==> src/hdl/tts_pkg.sv <==
// Shared constants, codes, types and helpers for the tick task scheduler table.
`timescale 1ns / 1ps
`default_nettype none
package tts_pkg;

   localparam int NUM_SLOTS  = 8;
   localparam int SLOT_W     = (NUM_SLOTS > 1) ? $clog2(NUM_SLOTS) : 1;
   localparam int RESULT_CAP = 8;
   localparam int COUNT_W    = $clog2(RESULT_CAP + 1);
   localparam int CD_W       = 17;
   localparam int TIME_W     = 16;
   localparam int HANDLE_W   = 8;
   localparam int PEND_W     = 8;
   localparam int FIELD_SLOT_W = 3;
   localparam int PAD_W      = 6;

   localparam logic [PEND_W-1:0] PENDING_MAX = 8'hFF;

   localparam logic [1:0] CMD_ADD      = 2'd0;
   localparam logic [1:0] CMD_TICK     = 2'd1;
   localparam logic [1:0] CMD_DISPATCH = 2'd2;
   localparam logic [1:0] CMD_DELETE   = 2'd3;

   localparam logic [1:0] KIND_ADD      = 2'd0;
   localparam logic [1:0] KIND_DISPATCH = 2'd1;
   localparam logic [1:0] KIND_DELETE   = 2'd2;

   localparam logic [1:0] STATUS_OK      = 2'd0;
   localparam logic [1:0] STATUS_FULL    = 2'd1;
   localparam logic [1:0] STATUS_EMPTY   = 2'd2;
   localparam logic [1:0] STATUS_NOTHING = 2'd3;

   // Commands from the controller to the slot table.
   typedef struct packed {
      logic              load;
      logic              add;
      logic              tick;
      logic              disp;
      logic              del;
      logic              empty;
      logic              last;
      logic [SLOT_W-1:0] index;
   } tts_cmd_type;

   // Status from the slot table back to the controller.
   typedef struct packed {
      logic slot_ready;
      logic more_after;
   } tts_stat_type;

   // Reports a slot number on the three-bit result field (low bits).
   function automatic logic [FIELD_SLOT_W-1:0] slot_field(input logic [SLOT_W-1:0] idx);
      logic [PAD_W-1:0] wide;
      wide = PAD_W'(idx);
      return wide[FIELD_SLOT_W-1:0];
   endfunction

endpackage
`default_nettype wire

==> src/hdl/tts_ctrl.sv <==
// Controller state machine that sequences commands over the slot table.
`timescale 1ns / 1ps
`default_nettype none
module tts_ctrl (
   input  wire logic                  clock,
   input  wire logic                  reset,
   input  wire logic                  start,
   input  wire logic [1:0]            req_command,
   input  wire tts_pkg::tts_stat_type stat,
   output tts_pkg::tts_cmd_type       cmd,
   output logic                       busy
);

   localparam logic [1:0] ST_IDLE = 2'd0;
   localparam logic [1:0] ST_EXEC = 2'd1;
   localparam logic [1:0] ST_SCAN = 2'd2;

   localparam logic [tts_pkg::SLOT_W-1:0] LAST_IDX =
      tts_pkg::SLOT_W'(tts_pkg::NUM_SLOTS - 1);
   localparam logic [tts_pkg::COUNT_W-1:0] CAP_LAST =
      tts_pkg::COUNT_W'(tts_pkg::RESULT_CAP - 1);

   logic [1:0]                   state_ff, state_in;
   logic [1:0]                   op_ff, op_in;
   logic [tts_pkg::SLOT_W-1:0]   idx_ff, idx_in;
   logic [tts_pkg::COUNT_W-1:0]  n_ff, n_in;
   logic                         last_entry;

   assign busy = (state_ff != ST_IDLE);
   assign last_entry = (n_ff == CAP_LAST) || !stat.more_after;

   always_comb begin
      state_in = state_ff;
      op_in    = op_ff;
      idx_in   = idx_ff;
      n_in     = n_ff;
      cmd      = '0;
      cmd.index = idx_ff;
      case (state_ff)
         ST_IDLE: begin
            if (start) begin
               cmd.load = 1'b1;
               op_in    = req_command;
               idx_in   = '0;
               n_in     = '0;
               if (req_command == tts_pkg::CMD_TICK ||
                   req_command == tts_pkg::CMD_DISPATCH) begin
                  state_in = ST_SCAN;
               end else begin
                  state_in = ST_EXEC;
               end
            end
         end
         ST_EXEC: begin
            cmd.add  = (op_ff == tts_pkg::CMD_ADD);
            cmd.del  = (op_ff == tts_pkg::CMD_DELETE);
            state_in = ST_IDLE;
         end
         ST_SCAN: begin
            if (op_ff == tts_pkg::CMD_TICK) begin
               cmd.tick = 1'b1;
               if (idx_ff == LAST_IDX) begin
                  state_in = ST_IDLE;
               end else begin
                  idx_in = idx_ff + 1'b1;
               end
            end else if (stat.slot_ready) begin
               cmd.disp = 1'b1;
               cmd.last = last_entry;
               n_in     = n_ff + 1'b1;
               if (last_entry) begin
                  state_in = ST_IDLE;
               end else begin
                  idx_in = idx_ff + 1'b1;
               end
            end else if (idx_ff == LAST_IDX) begin
               // No slot was pending anywhere in the table.
               cmd.empty = 1'b1;
               state_in  = ST_IDLE;
            end else begin
               idx_in = idx_ff + 1'b1;
            end
         end
         default: begin
            state_in = ST_IDLE;
         end
      endcase
   end

   always_ff @(posedge clock) begin
      if (reset) begin
         state_ff <= ST_IDLE;
         op_ff    <= tts_pkg::CMD_ADD;
         idx_ff   <= '0;
         n_ff     <= '0;
      end else begin
         state_ff <= state_in;
         op_ff    <= op_in;
         idx_ff   <= idx_in;
         n_ff     <= n_in;
      end
   end

endmodule
`default_nettype wire

==> src/hdl/tts_datapath.sv <==
// Slot table storage, per-slot update logic and the registered result port.
`timescale 1ns / 1ps
`default_nettype none
module tts_datapath (
   input  wire logic                           clock,
   input  wire logic                           reset,
   input  wire tts_pkg::tts_cmd_type           cmd,
   input  wire logic [tts_pkg::HANDLE_W-1:0]   req_task_handle,
   input  wire logic [tts_pkg::TIME_W-1:0]     req_start_delay,
   input  wire logic [tts_pkg::TIME_W-1:0]     req_period,
   input  wire logic [2:0]                     req_slot,
   output tts_pkg::tts_stat_type               stat,
   output logic                                rsp_valid,
   output logic [1:0]                          rsp_kind,
   output logic [2:0]                          rsp_slot_index,
   output logic [tts_pkg::HANDLE_W-1:0]        rsp_run_handle,
   output logic [1:0]                          rsp_status,
   output logic                                rsp_last
);

   localparam int N = tts_pkg::NUM_SLOTS;

   logic                          used_ff    [N];
   logic [tts_pkg::CD_W-1:0]      cd_ff      [N];
   logic [tts_pkg::TIME_W-1:0]    period_ff  [N];
   logic [tts_pkg::PEND_W-1:0]    pend_ff    [N];
   logic [tts_pkg::HANDLE_W-1:0]  handle_ff  [N];

   logic [tts_pkg::HANDLE_W-1:0]  rq_handle_ff;
   logic [tts_pkg::TIME_W-1:0]    rq_delay_ff;
   logic [tts_pkg::TIME_W-1:0]    rq_period_ff;
   logic [2:0]                    rq_slot_ff;

   logic                          valid_ff;
   logic [1:0]                    kind_ff;
   logic [2:0]                    slot_ff;
   logic [tts_pkg::HANDLE_W-1:0]  run_ff;
   logic [1:0]                    status_ff;
   logic                          last_ff;

   logic [N-1:0]                  ready;
   logic                          free_found;
   logic [tts_pkg::SLOT_W-1:0]    free_idx;
   logic                          del_in_range;
   logic [tts_pkg::SLOT_W-1:0]    del_idx;
   logic [tts_pkg::CD_W-1:0]      cd_dec;

   assign del_in_range = (32'(rq_slot_ff) < N);
   assign del_idx      = tts_pkg::SLOT_W'(rq_slot_ff);
   assign cd_dec       = cd_ff[cmd.index] - 1'b1;

   always_comb begin
      stat.more_after = 1'b0;
      free_found      = 1'b0;
      free_idx        = '0;
      for (int i = 0; i < N; i++) begin
         ready[i] = used_ff[i] && (pend_ff[i] != '0);
         if (ready[i] && (tts_pkg::SLOT_W'(i) > cmd.index)) begin
            stat.more_after = 1'b1;
         end
      end
      for (int i = N - 1; i >= 0; i--) begin
         if (!used_ff[i]) begin
            free_found = 1'b1;
            free_idx   = tts_pkg::SLOT_W'(i);
         end
      end
      stat.slot_ready = ready[cmd.index];
   end

   always_ff @(posedge clock) begin
      if (cmd.load) begin
         rq_handle_ff <= req_task_handle;
         rq_delay_ff  <= req_start_delay;
         rq_period_ff <= req_period;
         rq_slot_ff   <= req_slot;
      end
      if (cmd.add && free_found) begin
         handle_ff[free_idx] <= rq_handle_ff;
      end
   end

   always_ff @(posedge clock) begin
      if (reset) begin
         for (int i = 0; i < N; i++) begin
            used_ff[i]   <= 1'b0;
            cd_ff[i]     <= '0;
            period_ff[i] <= '0;
            pend_ff[i]   <= '0;
         end
      end else if (cmd.add) begin
         if (free_found) begin
            used_ff[free_idx]   <= 1'b1;
            cd_ff[free_idx]     <= tts_pkg::CD_W'(rq_delay_ff) + 1'b1;
            period_ff[free_idx] <= rq_period_ff;
            pend_ff[free_idx]   <= '0;
         end
      end else if (cmd.tick) begin
         if (used_ff[cmd.index] && cd_ff[cmd.index] != '0) begin
            if (cd_dec == '0) begin
               if (pend_ff[cmd.index] != tts_pkg::PENDING_MAX) begin
                  pend_ff[cmd.index] <= pend_ff[cmd.index] + 1'b1;
               end
               cd_ff[cmd.index] <= tts_pkg::CD_W'(period_ff[cmd.index]);
            end else begin
               cd_ff[cmd.index] <= cd_dec;
            end
         end
      end else if (cmd.disp) begin
         if (period_ff[cmd.index] == '0) begin
            used_ff[cmd.index] <= 1'b0;
            cd_ff[cmd.index]   <= '0;
            pend_ff[cmd.index] <= '0;
         end else begin
            pend_ff[cmd.index] <= pend_ff[cmd.index] - 1'b1;
         end
      end else if (cmd.del && del_in_range) begin
         used_ff[del_idx]   <= 1'b0;
         cd_ff[del_idx]     <= '0;
         period_ff[del_idx] <= '0;
         pend_ff[del_idx]   <= '0;
      end
   end

   always_ff @(posedge clock) begin
      if (reset) begin
         valid_ff <= 1'b0;
      end else begin
         valid_ff <= cmd.add || cmd.disp || cmd.del || cmd.empty;
      end
   end

   always_ff @(posedge clock) begin
      if (cmd.add) begin
         kind_ff   <= tts_pkg::KIND_ADD;
         slot_ff   <= free_found ? tts_pkg::slot_field(free_idx) : 3'd0;
         run_ff    <= '0;
         status_ff <= free_found ? tts_pkg::STATUS_OK : tts_pkg::STATUS_FULL;
         last_ff   <= 1'b1;
      end else if (cmd.disp) begin
         kind_ff   <= tts_pkg::KIND_DISPATCH;
         slot_ff   <= tts_pkg::slot_field(cmd.index);
         run_ff    <= handle_ff[cmd.index];
         status_ff <= tts_pkg::STATUS_OK;
         last_ff   <= cmd.last;
      end else if (cmd.empty) begin
         kind_ff   <= tts_pkg::KIND_DISPATCH;
         slot_ff   <= 3'd0;
         run_ff    <= '0;
         status_ff <= tts_pkg::STATUS_NOTHING;
         last_ff   <= 1'b1;
      end else begin
         kind_ff   <= tts_pkg::KIND_DELETE;
         slot_ff   <= rq_slot_ff;
         run_ff    <= '0;
         status_ff <= (del_in_range && used_ff[del_idx]) ?
                      tts_pkg::STATUS_OK : tts_pkg::STATUS_EMPTY;
         last_ff   <= 1'b1;
      end
   end

   assign rsp_valid      = valid_ff;
   assign rsp_kind       = kind_ff;
   assign rsp_slot_index = slot_ff;
   assign rsp_run_handle = run_ff;
   assign rsp_status     = status_ff;
   assign rsp_last       = last_ff;

endmodule
`default_nettype wire

==> src/hdl/tick_task_scheduler_table_top.sv <==
// Top level of the tick task scheduler table: controller plus slot table datapath.
// Add and delete run in the cycle after the request is taken; the reply comes in the cycle after.
// Tick walks all NUM_SLOTS slots, one per cycle; dispatch stops at the last pending slot or
// after RESULT_CAP entries, each entry registered in the cycle after its slot is visited. A
// request is taken in the first cycle busy is low. Results cannot be stalled. Synchronous reset
// empties the table by clearing use flags, countdowns, periods and pending counts, not handles.
`timescale 1ns / 1ps
`default_nettype none
module tick_task_scheduler_table_top (
   input  wire logic                          clock,
   input  wire logic                          reset,
   input  wire logic                          start,
   output logic                               busy,
   input  wire logic [1:0]                    req_command,
   input  wire logic [tts_pkg::HANDLE_W-1:0]  req_task_handle,
   input  wire logic [tts_pkg::TIME_W-1:0]    req_start_delay,
   input  wire logic [tts_pkg::TIME_W-1:0]    req_period,
   input  wire logic [2:0]                    req_slot,
   output logic                               rsp_valid,
   output logic [1:0]                         rsp_kind,
   output logic [2:0]                         rsp_slot_index,
   output logic [tts_pkg::HANDLE_W-1:0]       rsp_run_handle,
   output logic [1:0]                         rsp_status,
   output logic                               rsp_last
);

   // The controller owns the sequencing: it latches the command of each request,
   // steps the slot index during tick and dispatch, and decides which entry is last.
   tts_pkg::tts_cmd_type  cmd;
   tts_pkg::tts_stat_type stat;

   tts_ctrl u_ctrl (
      .clock       (clock),
      .reset       (reset),
      .start       (start),
      .req_command (req_command),
      .stat        (stat),
      .cmd         (cmd),
      .busy        (busy)
   );

   // The datapath holds every slot and registers each result for exactly one cycle.
   tts_datapath u_datapath (
      .clock           (clock),
      .reset           (reset),
      .cmd             (cmd),
      .req_task_handle (req_task_handle),
      .req_start_delay (req_start_delay),
      .req_period      (req_period),
      .req_slot        (req_slot),
      .stat            (stat),
      .rsp_valid       (rsp_valid),
      .rsp_kind        (rsp_kind),
      .rsp_slot_index  (rsp_slot_index),
      .rsp_run_handle  (rsp_run_handle),
      .rsp_status      (rsp_status),
      .rsp_last        (rsp_last)
   );

endmodule
`default_nettype wire
==> config.mk <==
export PLATFORM = sky130hd
export DESIGN_NAME = tick_task_scheduler_table_top
export DESIGN_NICKNAME = d
export VERILOG_FILES = /design/src/hdl/tts_pkg.sv /design/src/hdl/tts_ctrl.sv /design/src/hdl/tts_datapath.sv /design/src/hdl/tick_task_scheduler_table_top.sv
export SDC_FILE = /design/constraint.sdc
export NUM_CORES = 1
export LEC_CHECK = 0
export BUFFER_PORTS_ARGS = -buffer_cell sky130_fd_sc_hd__buf_2
export CELL_PAD_IN_SITES_DETAIL_PLACEMENT = 2
export CELL_PAD_IN_SITES_GLOBAL_PLACEMENT = 2
export CORE_MARGIN = 2
export CORE_UTILIZATION = 41
export CTS_CLUSTER_SIZE = 16
export DETAILED_ROUTE_END_ITERATION = 8
export PLACE_DENSITY = 0.75
export REMOVE_ABC_BUFFERS = 1
export SLEW_MARGIN = 5
export SYNTH_ARGS = -nofsm -noshare
export SYNTH_HDL_FRONTEND = slang
export SYNTH_SLANG_ARGS = --single-unit
export TNS_END_PERCENT = 50
==> constraint.sdc <==
create_clock -name clock -period 4.6 [get_ports clock]
set_input_delay 0.23 -clock clock [delete_from_list [all_inputs] [get_ports clock]]
set_output_delay 0.23 -clock clock [all_outputs]
set_load 0.03 [all_outputs]
* Yosys cells after proc, flatten, opt, wreduce, memory -nomap -nowiden
Memories as Yosys holds them, arrays and structs flattened. A register that Yosys moved wholly into a read port is not among the register bits. Cells that the tools add are included.
Cells by class: mux-type cells 158, equal/unequal tests 14, add/sub/neg operators 6, bitwise gates (word level) 5, reductions and logical operators 56, order comparisons 9
Operator list (number):
- $mux 3 | 37
- $mux 1 | 88
- $mux 17 | 5
- $reduce_bool 8->1 | 8
- $reduce_or 17->1 | 3
- $mux 8 | 5
- $mux 16 | 2
- $reduce_or 16->1 | 2
- $mux 2 | 14
- $reduce_or 8->1 | 3
- $logic_and 1x1->1 | 18
- $add 16x1->17 const B | 1
- $logic_not 17->1 | 1
- $reduce_bool 17->1 | 1
- $sub 17x1->17 const B | 1
- $logic_not 16->1 | 1
- $gt 3x3->1 const A | 4
- $mux 4 | 3
- $add 8x1->8 const B | 1
- $ne 8x8->1 const B | 1
- $pmux 4 s2 | 1
- $sub 8x1->8 const B | 1
- $eq 2x1->1 const B | 3
- $eq 2x2->1 const B | 3
- 24 further kinds | 41
Storage, ports and cells: memory bits (writable) 400, memories 5, flip-flop bits (word level) 63, word-level logic and storage cells 267, output and inout bits 18
Memory list:
- u_datapath.cd_ff | depth 8, width 17, read ports 1, clocked after Yosys merged registers in 1, write ports 8, RTL line tts_datapath.sv:24 | logic [tts_pkg::CD_W-1:0] cd_ff [N];
- u_datapath.period_ff | depth 8, width 16, read ports 1, clocked after Yosys merged registers in 1, write ports 8, RTL line tts_datapath.sv:25 | logic [tts_pkg::TIME_W-1:0] period_ff [N];
- u_datapath.handle_ff | depth 8, width 8, read ports 1, clocked after Yosys merged registers in 1, write ports 1, RTL line tts_datapath.sv:27 | logic [tts_pkg::HANDLE_W-1:0] handle_ff [N];
- u_datapath.pend_ff | depth 8, width 8, read ports 9, clocked after Yosys merged registers in 1, write ports 8, RTL line tts_datapath.sv:26 | logic [tts_pkg::PEND_W-1:0] pend_ff [N];
- u_datapath.used_ff | depth 8, width 1, read ports 10, clocked after Yosys merged registers in 2, write ports 8, RTL line tts_datapath.sv:23 | logic used_ff [N];

* Logic depth before layout (Yosys ltp)
Gate-level depths: netlist (run 1). An unclocked memory read counts as a cell.
depth in word-level cells 20, mapped depth 16, mapped depth without buffers 11

* Cells and area by module
From an unflattened synthesis (run 1), not the netlist that was laid out.
Second synthesis, totals: cell total of the unflattened synthesis 1634, area, all modules 22107.5 sq um
By module, submodules not included:
- tts_datapath | area each 21401.8 sq um, cells an instance 1555, instances 1
- tts_ctrl | area each 705.7 sq um, cells an instance 79, instances 1

* Worst setup path after synthesis (run 1)
No wires, ideal clock.
path kind reg2reg, start register (tool-made name), end memory u_datapath.pend_ff[5][0] (netlist bit), enable pin, arrival time 4102 ps, setup time 337 ps, buffers on the path 6, data required time 4263 ps, stages on the path, launching flop included 17, path slack 161 ps, path through dfxtp_1 -> buf_6 -> buf_8 -> buf_6 -> buf_4 -> buf_2 -> mux4_2 -> mux2i_1 -> inv_1 -> ha_1 -> nor3b_1 -> nor3b_1 -> a31o_2 -> nor3_1 -> buf_2 -> o211ai_1 -> nand3_1
RTL lines (RTL line):
- end, declared | tts_datapath.sv:26

==> results of run 1 <==
## registers in the layout (all words and copies together), names as in the netlist, 3 cells and up, named ones only
register / cells
u_datapath.used_ff: 8
u_datapath.rsp_slot_index: 3
u_datapath.del_idx: 3
u_datapath.period_ff: 128
u_datapath.cd_ff: 136
u_datapath.handle_ff: 64
u_datapath.rq_period_ff: 16
u_datapath.rq_handle_ff: 8
u_ctrl.idx_ff: 3
u_datapath.rsp_run_handle: 8
u_datapath.rq_delay_ff: 16
u_datapath.pend_ff: 64
u_ctrl.n_ff: 4
## repair_timing
item | 4_1_cts | 5_1_grt
gates cloned | 0 | 0
hold endpoints to repair | 49 | 0
hold buffers | 46 | 0
gates resized for setup | 1 | 1
endpoints found under the setup margin | 2 | 176
setup buffers | 0 | 11
## cells in the mapped netlist (4+ instances only)
cell / n / area [um^2]
and3_1: 6 / 37.5
dfxtp_1: 34 / 681
a21oi_4: 10 / 163
nand3_1: 39 / 195
nand4_1: 12 / 75.1
nor2_1: 390 / 1460
mux4_2: 103 / 2320
xor2_1: 20 / 175
ha_1: 10 / 125
a31oi_1: 6 / 37.5
o22ai_1: 8 / 50.1
a21oi_1: 41 / 205
nor4_1: 13 / 81.3
o2bb2ai_1: 5 / 43.8
buf_1: 12 / 45.0
or2_2: 4 / 25.0
nor2b_1: 6 / 37.5
mux2_2: 19 / 214
edfxtp_1: 443 / 13300
o211ai_1: 8 / 60.1
a211oi_1: 6 / 45.0
a21o_1: 4 / 30.0
clkbuf_1: 42 / 158
buf_2: 12 / 60.1
nand2b_1: 16 / 100
or4_1: 17 / 128
inv_1: 14 / 52.6
o21ai_0: 32 / 160
o21a_1: 6 / 45.0
o31ai_1: 7 / 52.6
nor3b_1: 6 / 45.0
or3_1: 5 / 31.3
xnor2_1: 13 / 114
mux2i_4: 11 / 248
nor3_1: 24 / 120
nand2_1: 106 / 398
mux2i_1: 21 / 210
o21ai_1: 7 / 35.0
## stage by stage
step           cells   TNS, ns  instance area [um^2]
2_1_floorplan   1536  -1029.53                 21800
3_3_place_gp    2402         0                 23900
3_5_place_dp    2402         0                 23900
4_1_cts         2543         0                 26000
5_1_grt         2556         0                 26100
6_report        2557         0                 26100
## metal layers
metal | track usage [%] | up-vias | wire length [um]
met5 | 0 | - | 27
met3 | 4.00 | 143 | 3140
met1 | 33.6 | 7979 | 30600
li1 | - | 6522 | -
met4 | 9.00 | 4 | 2440
met2 | 46.8 | 420 | 38000
## power by group through the flow
stage / clock network (mW) / logic [mW] / registers (mW)
finish: 4.12 / 1.28 / 5.04
global route: 4.35 / 1.36 / 5.06
CTS: 4.18 / 1.25 / 5.05
detailed placement: 0 / 1.20 / 5.14
global placement: 0 / 1.15 / 5.12
floorplan: 0 / 0.704 / 5.15
## worst register-to-register path, delay by kind of cell (launching register included)
kind	cells	cell delay, ns
and+or+nand+nor	6	1.82
muxes	2	0.93
buffers and inverters	3	0.57
DFF	1	0.43
AOI/OAI and AO/OA	1	0.37
## layout make-up
type,count,area [um^2]
inverter,16,60.1
multi-input combinational,1043,7740
sequential,477,14000
clock buffer,77,1510
fill,5192,27500
timing repair buffer,227,1800
antenna,3,7.51
clock inverter,18,146
tap,696,871
## kinds of logic (layout without fill, tap and decap cells)
family / Yosys count / in the layout / synth area share, %
adder cells (fa/ha/maj): 10 / 10 / 0.566
XOR/XNOR: 34 / 34 / 1.38
flip-flops: 477 / 477 / 63.3
other: 0 / 3 / 0
buffers and inverters: 90 / 338 / 1.85
multiplexers: 157 / 157 / 13.7
AND/OR/NAND/NOR: 666 / 666 / 13.4
AO/OA/AOI/OAI: 176 / 176 / 5.77
## path summary, 6_finish.rpt
path,cells after the start,to
setup / recovery,12,u_datapath.cd_ff[2][6]
hold / removal,2,u_ctrl.n_ff[0]
setup reg to reg,12,u_datapath.cd_ff[2][6]
hold reg to reg,2,u_ctrl.n_ff[1]
==> run metrics, run 1 <==
cell repeated most along the worst path buf_12; clock sinks 477; Worst Hold Class primary input to flip-flop; fmax 0.229 GHz; RSZ-0062 raised after global routing no; combinational share of power 12.2%; relative slew slack 28.6%; largest net degree at the start of global routing 37; Tightest Pin Transition 1.06 ns; H-tree lvl count 2; CP Class flip-flop to flip-flop; period utilisation layout 95.1%; first-pass GRT wire length 110000 um; port bufs 65; min cycle time layout 4.38 ns; worst skew pair latency 0.62 ns; Remaining Overflow, GRT 0; RePlAce Congestion 0.869; root buf cell clkbuf_16; Detail Route Antenna Nets 0; Yosys cell types 77; Final Core Density 48.7%; # setup viols final 0; Leakage 9.06 nW; Final Total Pwr 10.4 mW; initial antenna violation count 4; Switching Fraction 25.8%; initial DRC count 1093; DPL Wire Length 49700 um; Post-Syn Area 0.0221 mm^2; total vias in the final route 15068; vias per inst 5.89; hold slack 0.0294 ns; crit-path cells buf_12 > buf_12 > mux4_2 > mux2i_4 > nand4_4 > or2_1 > o41ai_2 > nand4b_1 > buf_4 > or4_1 > nand4_1 > nor2_1; Setup Skew 0.0257 ns; Int Power 7.75 mW; Syn Inst Count 1610; Worst setup SP type flip-flop; Synth-to-Final Area Change 18.2%; sequential area share after synthesis 63.3%; CP arrival 4.71 ns; DRT Wirelength 74300 um; wire per inst 29.1 um; row count 85; Die ar. 0.0558 mm^2; min-delay src reset; CTS Buf Count 52; layout cell share with drive strength beyond 1 22.9%; initial cell density of the core 41.2%; Clock transition at path regs 0.06 ns; most frequent cells in the layout edfxtp_1, nor2_1, nand2_1; run status finished clean; worst setup margin 0.225 ns; GR Util All Layers 26.6%; ys flop type edfxtp_1; detailed-route DRC error count 0; clock network fraction of total power 39.5%; Post-synth EDFFs 443; Die Ht 236 um; slowest stage delay, CP 0.57 ns; type of destination of the critical path flip-flop; FF+latch count, synth 477; first-pass detailed-route iteration total 5; Max-cap violations 0; commonest non-fill, non-tap cell in the layout edfxtp_1; PwrDens 400 mW/mm^2; Max VDD drop 0.261 mV; Fin. Hold Viols 0; vias in the first global route 16841; Seq pwr share 48.3%; # IOs 66; async set-reset flop share out of synthesis 0%; Die X 236 um; Buf/Inv on CP 3; CTS tree done; CP max-delay cell mux4_2; nets 1875; Syn Area/Cell 13.7 um^2; switching pwr 2.69 mW; Top delay family on crit path simple AND/OR/NAND/NOR gates; CP max FO 13; Critical Path RT 4.94 ns; Core ar. 0.0536 mm^2; pre-CTS setup slack 0.0248 ns; clock buffer depth 3; R2R setup slack 0.22 ns; Yosys Warn Count 0; Final Max Slew Viols 0
Note: power is estimated with default switching activity, not from simulation.
==> run 2: changes to the inputs <==
--- a/config.mk
+++ b/config.mk
@@ -9,10 +9,10 @@
 export CELL_PAD_IN_SITES_DETAIL_PLACEMENT = 2
 export CELL_PAD_IN_SITES_GLOBAL_PLACEMENT = 2
 export CORE_MARGIN = 2
-export CORE_UTILIZATION = 41
+export CORE_UTILIZATION = 45
 export CTS_CLUSTER_SIZE = 16
 export DETAILED_ROUTE_END_ITERATION = 8
-export PLACE_DENSITY = 0.75
+export PLACE_DENSITY = 0.78
 export REMOVE_ABC_BUFFERS = 1
 export SLEW_MARGIN = 5
 export SYNTH_ARGS = -nofsm -noshare
==> constraint.sdc (replaced) <==
create_clock -name clock -period 4.07 [get_ports clock]
set_input_delay 0.2035 -clock clock [delete_from_list [all_inputs] [get_ports clock]]
set_output_delay 0.2035 -clock clock [all_outputs]
set_load 0.03 [all_outputs]
==> run 2 against run 1 <==
The run now ends with setup timing left. Non-clock buffer count increased by 63. Sequential share of layout area decreased by 2.1 points. Clock power increased by 19%. Routed wire length increased by 5.5%. Combinational power increased by 27%. Count of clock-buffer cells in the layout decreased by 14. Clock skew decreased by 0.011 ns. Setup slack got worse by 0.24 ns. Largest cell class unchanged. Largest power group unchanged. Highest routed layer unchanged.
==> run metrics, run 2 (same netlist as run 1, synthesis figures left out) <==
run status finished with violations; violated checks setup timing; vias per inst 6.03; CP arrival 4.44 ns; layout cell share with drive strength beyond 1 27.1%; PwrDens 449 mW/mm^2; Die Ht 226 um; Final Total Pwr 12.2 mW; most flop-heavy register u_datapath.cd_ff; Switching Fraction 25.3%; # IOs 66; type of destination of the critical path flip-flop; RePlAce Congestion 0.871; clock sinks 477; Critical Path RT 4.42 ns; initial DRC count 1413; Final Max Slew Viols 0; switching pwr 3.09 mW; Die ar. 0.0509 mm^2; R2R setup slack -0.02 ns; max reg flops 136; port bufs 65; nets 1938; first-pass detailed-route iteration total 5; WHS Endpoint u_ctrl.op_ff[0]; detailed-route DRC error count 0; slowest stage delay, CP 0.56 ns; Detail Route Antenna Nets 0; Regs by FF count u_datapath.cd_ff: 136 flops, u_datapath.period_ff: 128 flops; end of the worst register-to-register path u_datapath.cd_ff[3][6]; Clock transition at path regs 0.06 ns; Die X 226 um; CTS tree done; Synth-to-Final Area Change 23.0%; most frequent cells in the layout edfxtp_1, nor2_1, buf_4; wire per inst 30.3 um; CP max FO 11; clock buffer depth 3; initial antenna violation count 1; H-tree lvl count 2; DPL Wire Length 51600 um; Seq pwr share 46.6%; commonest non-fill, non-tap cell in the layout edfxtp_1; min cycle time layout 4.09 ns; non-filler cells, final 2587; period utilisation layout 100%; hold path depth 2; clock network fraction of total power 40.1%; worst reg2reg path depth 13; Setup Total Neg Slack -0.0474 ns; worst setup margin -0.0195 ns; relative slew slack 28.0%; n_diodes 0; Remaining Overflow, GRT 0; Int Power 9.12 mW; DRT Wirelength 78400 um; Max VDD drop 0.623 mV; fmax 0.245 GHz; hold slack 0.0238 ns; Worst setup SP type flip-flop; combinational share of power 13.3%; Worst Hold Class primary input to flip-flop; initial cell density of the core 45.3%; worst skew pair latency 0.61 ns; CP max-delay cell mux4_2; placed cell count 2415; row count 81; Max-cap violations 0; CP Class flip-flop to flip-flop; min-delay src reset; first-pass GRT wire length 114000 um; RSZ-0062 raised after global routing yes; crit-path cells buf_12 > buf_4 > mux4_2 > mux2i_4 > nand3_4 > or2_1 > nor4_2 > o211ai_1 > buf_4 > or4_1 > nand4_1 > buf_12 > nor2_1; total vias in the final route 15602; Setup Skew 0.0148 ns; Core ar. 0.0487 mm^2; root buf cell clkbuf_16; Leakage 9.62 nW; # setup viols final 7; Tightest Pin Transition 1.08 ns; vias in the first global route 17068; Fin. Hold Viols 0; GR Util All Layers 30.8%; CTS Buf Count 52; largest net degree at the start of global routing 36
[run 2: changes by cell type in the layout (fill, tap and decap cells not counted), sizes merged]
cell	delta
buf	+62
clkbuf	-13
clkinv	+12
bufinv	+6
diode	-3
inv	-3
clkinvlp	+1
[run 2: stage by stage]
| step | cell area (um^2) | setup WS [ns] | utilization, % |
|---|---|---|---|
| 6_report | 27200 | -0.0195 | 55.8 |
| 5_1_grt | 27200 | -0.126 | 55.8 |
| 4_1_cts | 26700 | -0.0548 | 54.9 |
| 3_5_place_dp | 24400 | -0.231 | 50.1 |
| 3_3_place_gp | 24400 | 0.00446 | 50.1 |
| 2_1_floorplan | 21800 | -3.42 | - |
[run 2: worst max-delay path, delay by kind of cell (launching register included)]
kind,cells,cell delay (ns)
muxes,2,0.82
buffers and inverters,4,0.71
DFF,1,0.39
AOI/OAI and AO/OA,1,0.20
and+or+nand+nor,6,1.69
[run 2: cell type report]
cell class	instances	area (um^2)
Fill cell	4417	21600
Sequential cell	477	14000
Multi-Input combinational cell	1043	7930
Timing Repair Buffer	290	2620
Clock buffer	63	1410
Tap cell	664	831
Clock inverter	34	350
Inverter	16	60.1
[run 2: power groups by stage]
stage	clock [mW]	combinational, mW	sequential, mW
floorplan	0	0.796	5.82
global route	5.10	1.71	5.71
global placement	0	1.37	5.76
CTS	4.94	1.51	5.70
detailed placement	0	1.44	5.80
finish	4.90	1.62	5.70
[run 2: worst max path at each step]
| stage | endpoint | slack [ns] | from |
|---|---|---|---|
| after CTS | u_datapath.pend_ff[5][6] | -0.05 | flip-flop |
| after detailed placement | u_datapath.cd_ff[2][7] | -0.23 | flip-flop |
| after global routing | u_datapath.pend_ff[5][4] | -0.13 | flip-flop |
| final | u_datapath.cd_ff[3][6] | -0.02 | flip-flop |
| after global placement | u_datapath.pend_ff[6][5] | 0.004 | flip-flop |
| after floorplan | u_datapath.pend_ff[7][0] | -3.42 | flip-flop |
[run 2: timing repair]
item	4_1_cts	5_1_grt
gates cloned	0	1
gates resized for setup	13	35
setup buffers	3	25
setup endpoints to repair	303	410
pin swaps	2	9
hold buffers	46	0
hold endpoints to repair	50	0
[run 2: layer usage]
| metal | global-route usage [%] | part of all wire, % | vias up |
|---|---|---|---|
| li1 | - | - | 6644 |
| met1 | 40.5 | 41 | 8263 |
| met2 | 53.4 | 51 | 537 |
| met3 | 3.59 | 4.9 | 156 |
| met4 | 10.6 | 3.3 | 2 |
| met5 | 0 | 0.015 | - |
==> run 3: changes to the inputs <==
--- a/config.mk
+++ b/config.mk
@@ -5,14 +5,15 @@
 export SDC_FILE = /design/constraint.sdc
 export NUM_CORES = 1
 export LEC_CHECK = 0
+export ABC_AREA = 1
 export BUFFER_PORTS_ARGS = -buffer_cell sky130_fd_sc_hd__buf_2
 export CELL_PAD_IN_SITES_DETAIL_PLACEMENT = 2
 export CELL_PAD_IN_SITES_GLOBAL_PLACEMENT = 2
 export CORE_MARGIN = 2
-export CORE_UTILIZATION = 45
+export CORE_UTILIZATION = 40
 export CTS_CLUSTER_SIZE = 16
 export DETAILED_ROUTE_END_ITERATION = 8
-export PLACE_DENSITY = 0.78
+export PLACE_DENSITY = 0.79
 export REMOVE_ABC_BUFFERS = 1
 export SLEW_MARGIN = 5
 export SYNTH_ARGS = -nofsm -noshare
==> run 3 against run 2 <==
The run now ends clean. Core utilization decreased by 8.4 points. Hold slack improved by 0.28 ns. Combinational power increased by 32%. Count of clock-buffer cells in the layout increased by 6. Largest cell class unchanged. Critical endpoint is now u_datapath.pend_ff[6][4]. Critical path type unchanged. Via count increased by 23%. Synthesized area increased by 5.1%.
==> run metrics, run 3 <==
run status finished clean; Die ar. 0.0600 mm^2; largest family of logic cells by synthesized area simple AND/OR/NAND/NOR gates; top-count cell post-synth nor2_1; Syn Inst Count 2537; type of destination of the critical path flip-flop; nets 2760; Yosys Warn Count 0; Tightest Pin Transition 1.09 ns; Yosys top cell by area edfxtp_1; FF+latch count, synth 477; first-pass GRT wire length 128000 um; top cell type's share of synthesized area 57.3%; async set-reset flop share out of synthesis 0%; Regs by FF count u_datapath.cd_ff: 136 flops, u_datapath.period_ff: 128 flops; Leakage 11.0 nW; Critical Path RT 4.37 ns; CTS Buf Count 52; Max-cap violations 0; fmax 0.260 GHz; compound-gate portion of the synthesized area 8.38%; initial cell density of the core 40.3%; CP max FO 26; Synth-to-Final Area Change 17.5%; DPL Wire Length 55900 um; most flop-heavy register u_datapath.cd_ff; Remaining Overflow, GRT 0; relative slew slack 27.2%; DRT Wirelength 84900 um; vias per inst 5.49; Final Core Density 47.4%; CP arrival 4.15 ns; multiplexer share of the synthesized area 0%; GR Util All Layers 28.2%; layout cell share with drive strength beyond 1 11.9%; Die Ht 245 um; largest net degree at the start of global routing 79; clock sinks 477; Detail Route Antenna Nets 0; post-synthesis adder-cell area fraction 0.539%; filler cell count 6149; most frequent cells after synthesis nor2_1, nand2_1, edfxtp_1; sequential area share after synthesis 60.2%; CTS tree done; root buf cell clkbuf_16; Die X 245 um; first-pass detailed-route iteration total 4; n_diodes 0; # IOs 66; clock buffer depth 3; register area 0.0140 mm^2; detailed-route DRC error count 0; max reg flops 136; area taken by multi-input logic gates 0.00780 mm^2; Syn Area/Cell 9.15 um^2; most frequent cells in the layout nor2_1, nand2_1, edfxtp_1; H-tree lvl count 2; row count 88; post-synthesis xor/xnor area fraction 0.792%; commonest non-fill, non-tap cell in the layout nor2_1; CP Class flip-flop to flip-flop; PwrDens 456 mW/mm^2; Core ar. 0.0576 mm^2; Clock transition at path regs 0.07 ns; Fin. Hold Viols 0; wire per inst 24.2 um; Post-synth EDFFs 443; DP Area 0.0250 mm^2; Worst setup SP type flip-flop; port bufs 65; Final Max Slew Viols 0; min cycle time layout 3.85 ns; period utilisation layout 94.5%; Worst Hold Class primary input to flip-flop; post-synthesis simple-gate area fraction 23.5%; Setup Skew 0.0309 ns; Max VDD drop 0.375 mV; total vias in the final route 19259; initial DRC count 1047; # setup viols final 0; Yosys cell types 53; worst skew pair latency 0.62 ns; fin area 0.0273 mm^2; initial antenna violation count 0; ys flop type edfxtp_1; RePlAce Congestion 0.856; main area contributors after synthesis edfxtp_1, nor2_1, nand2_1, o21ai_0, inv_1; Post-Syn Area 0.0232 mm^2; vias in the first global route 21431
## run 3: path summary, 6_finish.rpt
kind	cells after the start	slack [ns]	endpoint	start
worst min register to register	2	0.51	u_datapath.rsp_slot_index[1]	u_datapath.del_idx[1]
worst min-delay path	2	0.30	u_datapath.rq_delay_ff[3]	req_start_delay[3]
worst max-delay path	23	0.22	u_datapath.pend_ff[6][4]	flip-flop
worst max register to register	23	0.22	u_datapath.pend_ff[6][4]	flip-flop
## run 3: cells by family after synthesis
logic type,count (synthesis)
AO/OA/AOI/OAI,349
XOR/XNOR,21
adder cells (fa/ha/maj),10
buffers and inverters,352
flip-flops,477
AND/OR/NAND/NOR,1328
## run 3: metal layers
layer	routed length [um]	GRT usage [%]
met3	3370	3.39
met4	3120	11.1
met5	0	0
met2	43600	50.5
met1	34800	34.5
## run 3: power by group
part           switching (mW)  total, mW  internal (mW)
Sequential              0.125       5.69           5.56
Clock                    2.01       4.61           2.60
Combinational            1.52       2.14          0.618
Total                    3.66       12.4           8.78
## run 3: layout make-up
cell class	count	area share (%)
inverters	236	3.27
repair buffers	227	7.41
well taps	765	3.51
multi-input cells	1708	28.6
clock buffers	69	5.13
flip-flops and latches	477	51.3
clock inverters	26	0.784
## run 3: repair_timing
item                                   CTS  global route
gates cloned                             0             3
resized for setup                        7            31
endpoints found under the hold margin   51             0
setup buffers                            0             0
hold buffers                            48             0
setup endpoints to repair               58           209
## run 3: metrics by stage
stage / std cells / setup TNS, ns / power, mW / worst slack [ns] / hold WS (ns)
finish: 3508 / 0 / 12.4 / 0.222 / 0.303
global route: 3508 / -0.412 / 12.9 / -0.0304 / 0.288
CTS: 3505 / 0 / 12.4 / 0.0266 / 0.260
global placement: 3362 / 0 / 7.65 / 0.214 / 0.380
floorplan: 2421 / -1391.09 / 6.93 / -3.98 / 0.273
detailed placement: 3362 / -0.0425 / 7.78 / -0.00539 / 0.382
## run 3: critical path, stage by stage (launching register included)
cell,delay (ns)
dfxtp_4,0.39
buf_16,0.19
buf_16,0.18
a21oi_1,0.22
o21ai_1,0.17
o21ai_1,0.11
inv_1,0.07
o21ai_2,0.19
ha_1,0.24
nand2_1,0.11
nor2_2,0.11
nand2_1,0.09
nor2_2,0.13
nand2_1,0.09
nor2_2,0.11
nor2_1,0.08
nand3_4,0.12
nand2_2,0.10
nand2_2,0.11
nand2_1,0.09
nand2_2,0.15
nand2_2,0.13
o21ai_1,0.15
buf_4,0.20
